--- src/hw/rtl/bmas_pkg.sv ---
// shared types, codes and helpers for the adjacency bit matrix store
// no dependencies
`default_nettype none

package bmas_pkg;

  localparam int WORD_BITS = 64;
  localparam int POS_W     = 6;
  localparam int WIDX_W    = 2;
  localparam int CNT_W     = 9;
  localparam int IN_W      = 24;
  localparam int OUT_W     = 24;

  // operation codes
  localparam logic [2:0] FN_SET        = 3'd0;
  localparam logic [2:0] FN_CLEAR      = 3'd1;
  localparam logic [2:0] FN_TEST       = 3'd2;
  localparam logic [2:0] FN_COUNT      = 3'd3;
  localparam logic [2:0] FN_WALK_START = 3'd4;
  localparam logic [2:0] FN_WALK_NEXT  = 3'd5;

  typedef enum logic [2:0] {
    ST_CLEAR,
    ST_IDLE,
    ST_LOOK,
    ST_READ,
    ST_DATA,
    ST_SCAN,
    ST_FINISH
  } state_t;

  // status of the highest-bit search unit
  typedef struct packed {
    logic             done;
    logic [POS_W-1:0] pos;
  } hsb_stat_t;

  // highest set bit of an 8-bit group
  function automatic logic [2:0] enc8(logic [7:0] v);
    logic [2:0] r;
    r = 3'd0;
    for (int i = 0; i < 8; i++) begin
      if (v[i]) r = 3'(i);
    end
    return r;
  endfunction

  // highest set bit of a 16-bit group
  function automatic logic [3:0] enc16(logic [15:0] v);
    logic [3:0] r;
    if (v[15:8] != 8'd0) r = {1'b1, enc8(v[15:8])};
    else r = {1'b0, enc8(v[7:0])};
    return r;
  endfunction

endpackage

`default_nettype wire

--- src/hw/rtl/bmas_hsb.sv ---
// iterative highest-set-bit search over a 64-bit word, 16 bits a cycle
// depends on bmas_pkg
`default_nettype none

module bmas_hsb (
  input  wire logic                               clk,
  input  wire logic                               rst,
  input  wire logic                               start,
  input  wire logic [bmas_pkg::WORD_BITS-1:0]     word,
  output bmas_pkg::hsb_stat_t                     stat
);
  import bmas_pkg::*;

  logic                 busy;
  logic [1:0]           grp;
  logic [WORD_BITS-1:0] w;
  logic [15:0]          sel;

  // current 16-bit group, scanned from the top
  assign sel = w[{grp, 4'b0000} +: 16];

  assign stat.done = busy && (sel != 16'd0);
  assign stat.pos  = {grp, enc16(sel)};

  // search control
  always_ff @(posedge clk) begin
    if (rst) begin
      busy <= 1'b0;
      grp  <= 2'd3;
    end else if (start) begin
      busy <= 1'b1;
      grp  <= 2'd3;
    end else if (busy) begin
      if (sel != 16'd0) busy <= 1'b0;
      else grp <= grp - 2'd1;
    end
  end

  // word under search
  always_ff @(posedge clk) begin
    if (start) w <= word;
  end

endmodule

`default_nettype wire

--- config.mk ---
export PLATFORM = sky130hd
export DESIGN_NAME = bmas_hsb
export DESIGN_NICKNAME = d
export VERILOG_FILES = /design/src/hw/rtl/bmas_pkg.sv /design/src/hw/rtl/bmas_hsb.sv
export SDC_FILE = /design/constraint.sdc
export NUM_CORES = 1
export LEC_CHECK = 0
export BUFFER_PORTS_ARGS = -buffer_cell sky130_fd_sc_hd__buf_4
export CORE_ASPECT_RATIO = 1.1
export CORE_MARGIN = 2
export CORE_UTILIZATION = 51
export CTS_CLUSTER_DIAMETER = 30
export DETAILED_ROUTE_END_ITERATION = 8
export PLACE_DENSITY = 0.78
export SLEW_MARGIN = 25
export SYNTH_ARGS = -nofsm -noshare
export SYNTH_HDL_FRONTEND = slang
export SYNTH_SLANG_ARGS = --single-unit
--- constraint.sdc ---
create_clock -name clk -period 2.5 [get_ports clk]
set_input_delay 0.25 -clock clk [delete_from_list [all_inputs] [get_ports clk]]
set_output_delay 0.25 -clock clk [all_outputs]
set_load 0.005 [all_outputs]
==> impl_metrics.yaml, run 1 <==
outcome:
  run_status: "finished with violations"
  failed_checks: "negative setup slack"
synthesis:
  synthCells: 123
  synth_fa_ha_area_share_pct: 0
  synth.top_cells.by_count: "edfxtp_1, mux4_2, mux4_1"
  netlist.area_leader.share_pct: 73.9
  yosysMostFrequentCell: "edfxtp_1"
  synth_compound_area_share_pct: 2.65
  synth_cell_type_count: 22
  ys_async_sr_fraction_pct: 0
  syn-num-nets: 190
  synth.area.top_cells: "edfxtp_1, mux4_2, mux4_1"
  synth.avg_cell_area_um2: 21.1
  syn-cell-area_um2: 2600
  synth_top_family_by_area: "multiplexers"
  postSynthRegisterBits: 67
  synth-simple-area-share_pct: 4.76
  synth_top_cell_by_area: "edfxtp_1"
  synth-edff-count: 64
  synthMuxAreaShare_pct: 14.9
  yosys_warnings: 0
  fraction_of_synthesized_cell_area_in_xor_and_xnor_cells_pct: 0
  ys.flop_type: "edfxtp_1"
  synth_sequential_area_ratio_pct: 76.2
placement:
  detailedPlace.worstSlack_ps: -140
  gp_routability_congestion: 0.677
  placed_cells_incl_taps: 254
  io_buffer_count: 73
  dpl_cell_area_um2: 3220
  hpwl_mm: 3.61
worst_hold_path:
  worst_hold_startpoint: "rst"
  hold_path.class: "in2reg"
drt:
  initialDrtViolationCount: 137
  post_route_drc_violation_count: 0
  vias_per_cell: 5.38
  via_count: 1489
  final_antenna_net_count: 0
  totalWireLength_mm: 5.20
  dr.pass1.iters: 4
  wl_per_cell_um: 18.8
clocking:
  clkTransAtPathRegs_ps: 70
  cts_tree: "done"
  cts_inserted_buffers: 9
  clock_insertion_delay_worst_skew_ps: 320
  cts.hold.buffers_added: 0
  htreeDepth: 3
  clk_path_buf_depth: 2
  cts_sink_count: 67
  cts.root.buffer_cell: "clkbuf_8"
pwr:
  netSwitchingFraction_pct: 20.1
  power.leakage_nw: 1.36
  internal-power_mw: 1.79
  p_total_mw: 2.25
  power_frac_comb_pct: 8.6
  net-switching-power_uw: 453
  pwr_density_cell_nw_per_um2: 645
  seqPwrFrac_pct: 60.0
  peakVddDrop_v: 0.000527
  share_clk_of_total_power_pct: 31.4
floorplan:
  floorplan.initialDensity_pct: 52.4
  ioPinCount: 74
  coreArea_um2: 4970
  die-area_um2: 5690
  std_cell_rows: 27
  die_x_um: 72.1
  dieHeight_um: 78.9
global_route:
  grt_remaining_overflow: 0
  largest_net_degree_at_the_start_of_global_routing: 67
  first_pass_grt_wire_length_mm: 7.82
  grt_antenna_before_repair: 0
  first_global_vias: 1622
  grt_usage_pct: 19.3
timing:
  fmax_mhz: 383
  worst_slew_margin_rel_pct: 45.9
  skew_ps: 6.45
  timing_worst_slew_pin_value_ps: 812
  setup_violations: 4
  final_min_period_over_clock_period_pct: 104
  finalHoldViolCount: 0
  drv_slew: 0
  setup_slack_ps: -109
  rsz0062_at_grt: "true"
  final_critical_period_ps: 2610
critical_path:
  worst-setup-path-type: "reg2out"
  required_time_reported_for_the_critical_path_endpoint_ps: 2250
  crit_arrival_ps: 2360
  critPathLaunchType: "flop"
  reg2reg_from: "grp[0]"
  critPathMaxFanout: 8
  worst_setup_path_startpoint: "grp[0]"
  crit_path_end_kind: "output pin"
finish:
  post_layout_util_pct: 70.1
  layout-area-overhead-vs-synth_pct: 34.0
  fraction_of_final_layout_cells_with_drive_strength_greater_than_1_pct: 55.3
  fin_area_um2: 3480
  layout.cells.non_filler: 277
  nFillCells: 324
  ant_diodes: 0
  finish.net_count: 281
flow_run:
  maxCapViolations: 0
-- worst paths after layout --
path | slack, ps | depth (start not counted) | end
setup / recovery | -110 | 5 | stat[6]
hold / removal | 90 | 2 | busy
setup reg to reg | 60 | 7 | grp[1]
hold reg to reg | 570 | 2 | busy
-- cell families (layout without fill, tap and decap cells) --
group                  Yosys count  count (layout)
AOI/OAI and AO/OA               12              12
buffers and inverters            7             103
DFF                             67              67
muxes                           16              16
and+or+nand+nor                 21              21
-- placed cells by master, fill, tap and decap left out, drive strengths merged --
cell    Yosys  final
nor2        5      5
inv         3      3
a32oi       1      1
a21oi       5      5
nor3        4      4
nor2b       2      2
nand2b      3      3
and3        2      2
mux4       16     16
clkinv      0      4
o21ai       4      4
dfxtp       3      3
o21bai      2      2
clkbuf      1     12
nor4        3      3
or4         1      1
edfxtp     64     64
and4b       1      1
buf         3     84
-- state kept, by name, indices dropped and copies added (netlist names) --
| signal | flops |
|---|---|
| w | 64 |
| grp | 2 |
| busy | 1 |
-- per-stage QoR --
stage / hold WS, ps / setup TNS (ps)
CTS: 78.8 / -293
finish: 90.0 / -348
global route: 83.9 / -673
detailed placement: 422 / -327
global placement: 420 / -18.9
floorplan: 322 / 0
-- worst max-delay path, cell delays in order (launching register included) --
cell and delay, ps:
dfxtp_4 440, mux4_2 540, or4_4 560, and4b_2 320, nor2b_1 50, buf_4 130
-- cell type report --
type	count	area (µm²)	share of cell area, %
Timing Repair Buffer	84	642	18.4
Inverter	3	11.3	0.323
Sequential cell	67	1990	57.0
Tap cell	58	72.6	2.08
Multi-Input combinational cell	49	618	17.7
Clock buffer	12	135	3.88
Clock inverter	4	17.5	0.503
-- timing repair --
action,4_1_cts,5_1_grt
pin swaps,5,4
cloned,0,0
setup buffers,4,3
endpoints found under the setup margin,7,5
resized for setup,16,6
-- power groups by stage --
stage	registers (mW)	logic [mW]	clock network, mW
global placement	1.37	0.168	0
CTS	1.35	0.186	0.718
global route	1.36	0.207	0.762
detailed placement	1.37	0.174	0
finish	1.35	0.193	0.705
floorplan	1.36	0.0586	0
-- per-layer routing --
metal,vias up,track usage [%],wire length (µm)
met5,-,0,0
met4,0,9.43,31
met3,2,4.82,300
met2,57,32.1,2910
met1,735,23.3,1960
li1,695,-,-
(Power assumes the default switching activity.)
==> inputs of run 2 (changes only) <==
- BUFFER_PORTS_ARGS: -buffer_cell sky130_fd_sc_hd__buf_4 -> unset
- CORE_UTILIZATION: 51 -> 61
- DONT_BUFFER_PORTS: unset -> 1
- PLACE_DENSITY: 0.78 -> 0.77
- TNS_END_PERCENT: unset -> 20
==> impl_metrics.yaml, run 2 (synthesis gave the netlist of run 1 again) <==
outcome:
  run_status: "finished with violations"
  failed_checks: "negative setup slack"
drt:
  initialDrtViolationCount: 158
  totalWireLength_mm: 6.27
  wl_per_cell_um: 24.1
  dr.pass1.iters: 4
  via_count: 1589
  final_antenna_net_count: 0
  post_route_drc_violation_count: 0
  vias_per_cell: 6.11
worst_hold_path:
  hold_path.class: "in2reg"
  hold_depth: 0
  hold_end: "w[53]"
  worst_hold_startpoint: "start"
pwr:
  p_total_mw: 2.27
  pwr_density_cell_nw_per_um2: 635
  peakVddDrop_v: 0.000519
  power.leakage_nw: 1.29
finish:
  ant_diodes: 0
  reg.largest.list: "w x64, grp x2, busy x1"
  finish.net_count: 270
  commonest_non_fill_non_tap_cell_in_the_layout: "dlygate4sd3_1"
  layout-area-overhead-vs-synth_pct: 37.6
  largest_register_ff_count: 64
  layout.cells.most_common_list: "dlygate4sd3_1, edfxtp_1, mux4_2"
  fraction_of_final_layout_cells_with_drive_strength_greater_than_1_pct: 19.7
  registers.top_by_ff_count: "w"
placement:
  io_buffer_count: 0
  hpwl_mm: 2.84
  detailedPlace.worstSlack_ps: 50.2
  gp_routability_congestion: 0.866
floorplan:
  dieHeight_um: 72.5
  ioPinCount: 74
  std_cell_rows: 24
  die-area_um2: 4800
  coreArea_um2: 4020
  die_x_um: 66.2
  floorplan.initialDensity_pct: 64.6
global_route:
  grt_antenna_before_repair: 0
  first_pass_grt_wire_length_mm: 9.00
  grt_usage_pct: 28.0
  grt_remaining_overflow: 0
  first_global_vias: 1751
  largest_net_degree_at_the_start_of_global_routing: 67
timing:
  drv_slew: 0
  final_critical_period_ps: 2620
  worst_slew_margin_rel_pct: 74.6
  finalHoldViolCount: 0
  fmax_mhz: 381
  timing_worst_slew_pin_value_ps: 379
  rsz0062_at_grt: "true"
  skew_ps: 5.43
  setup_slack_ps: -124
  setup_violations: 4
  final_min_period_over_clock_period_pct: 105
flow_run:
  maxCapViolations: 0
clocking:
  htreeDepth: 3
  cts_sink_count: 67
  clk_path_buf_depth: 2
  clock_insertion_delay_worst_skew_ps: 340
  cts_inserted_buffers: 9
  clkTransAtPathRegs_ps: 70
  cts_tree: "done"
  cts.root.buffer_cell: "clkbuf_8"
critical_path:
  rr_endpoint: "grp[1]"
  critPathMaxFanout: 6
  critical-path-slowest-cell: "or4_4"
  slowest_delay_ps: 560
  crit_arrival_ps: 2370
  worstPathCellList: "buf_12, mux4_2, or4_4, nand2b_4, a32oi_2"
  r2r_slack_ps: 50
  worst-r2r-cell-count: 7
  crit_path_end_kind: "output pin"
  critical-path-top-delay-family: "simple AND/OR/NAND/NOR gates"
  worst-setup-path-type: "reg2out"
  reg2reg_from: "grp[0]"
  critPathLaunchType: "flop"
  stages_on_worst_setup_path: 5
  required_time_reported_for_the_critical_path_endpoint_ps: 2250
  critPathBufInv: 1
run 2: cell types whose count changed in the layout (fill, tap and decap cells not counted), moves of 2 or more:
| cell | previous run | this run |
|---|---|---|
| buf_12 | 0 | 2 |
| mux4_1 | 2 | 5 |
| mux4_2 | 14 | 11 |
| buf_4 | 82 | 5 |
| clkbuf_1 | 3 | 1 |
| dlygate4sd3_1 | 0 | 66 |
run 2: worst max path at each step:
stage	from	to	slack, ps
floorplan	grp[0]	stat[0]	250
global route	grp[0]	stat[0]	-190
finish	grp[0]	stat[0]	-120
global placement	grp[0]	stat[1]	120
CTS	grp[0]	stat[0]	-90
detailed placement	grp[0]	stat[0]	50
run 2: what timing repair did:
action	CTS	global route
setup endpoints to repair	7	7
setup buffers	2	1
resized for setup	13	1
pin swaps	2	3
hold buffers	60	6
endpoints found under the hold margin	60	6
run 2: cell type report:
type | instances | area (µm²)
Clock buffer | 10 | 128
Clock inverter | 6 | 32.5
Fill cell | 152 | 445
Inverter | 3 | 11.3
Multi-Input combinational cell | 49 | 617
Sequential cell | 67 | 1990
Tap cell | 52 | 65.1
Timing Repair Buffer | 73 | 738
run 2: power breakdown:
group | internal (mW) | total [mW] | switching [mW]
Clock | 0.349 | 0.745 | 0.396
Combinational | 0.117 | 0.176 | 0.0587
Sequential | 1.32 | 1.35 | 0.0286
run 2: per-stage QoR:
stage               hold slack, ps  cell area (µm²)  setup TNS (ps)  util, %  std cells
floorplan                      322             2600               0        -        123
global placement               324             2690               0     66.9        175
detailed placement             327             2690               0     66.9        175
CTS                           1.43             3510            -256     87.2        253
global route                 -8.50             3580            -645     88.9        260
finish                        24.8             3580            -276     88.9        260
run 2: per-layer routing:
metal  track usage (%)  wire [µm]  vias up
li1                  -          -      673
met1              32.1       2150      760
met2              46.6       3340      127
met3              8.06        536       29
met4              16.6        243        0
met5                 0          0        -
run 2: worst reg2reg max path: cells and delay by family, from the launching register on:
family / cells / cell delay (ps)
buf+inv: 2 / 280
mux: 1 / 660
compound gates: 1 / 70
simple gates: 3 / 950
flops: 1 / 380
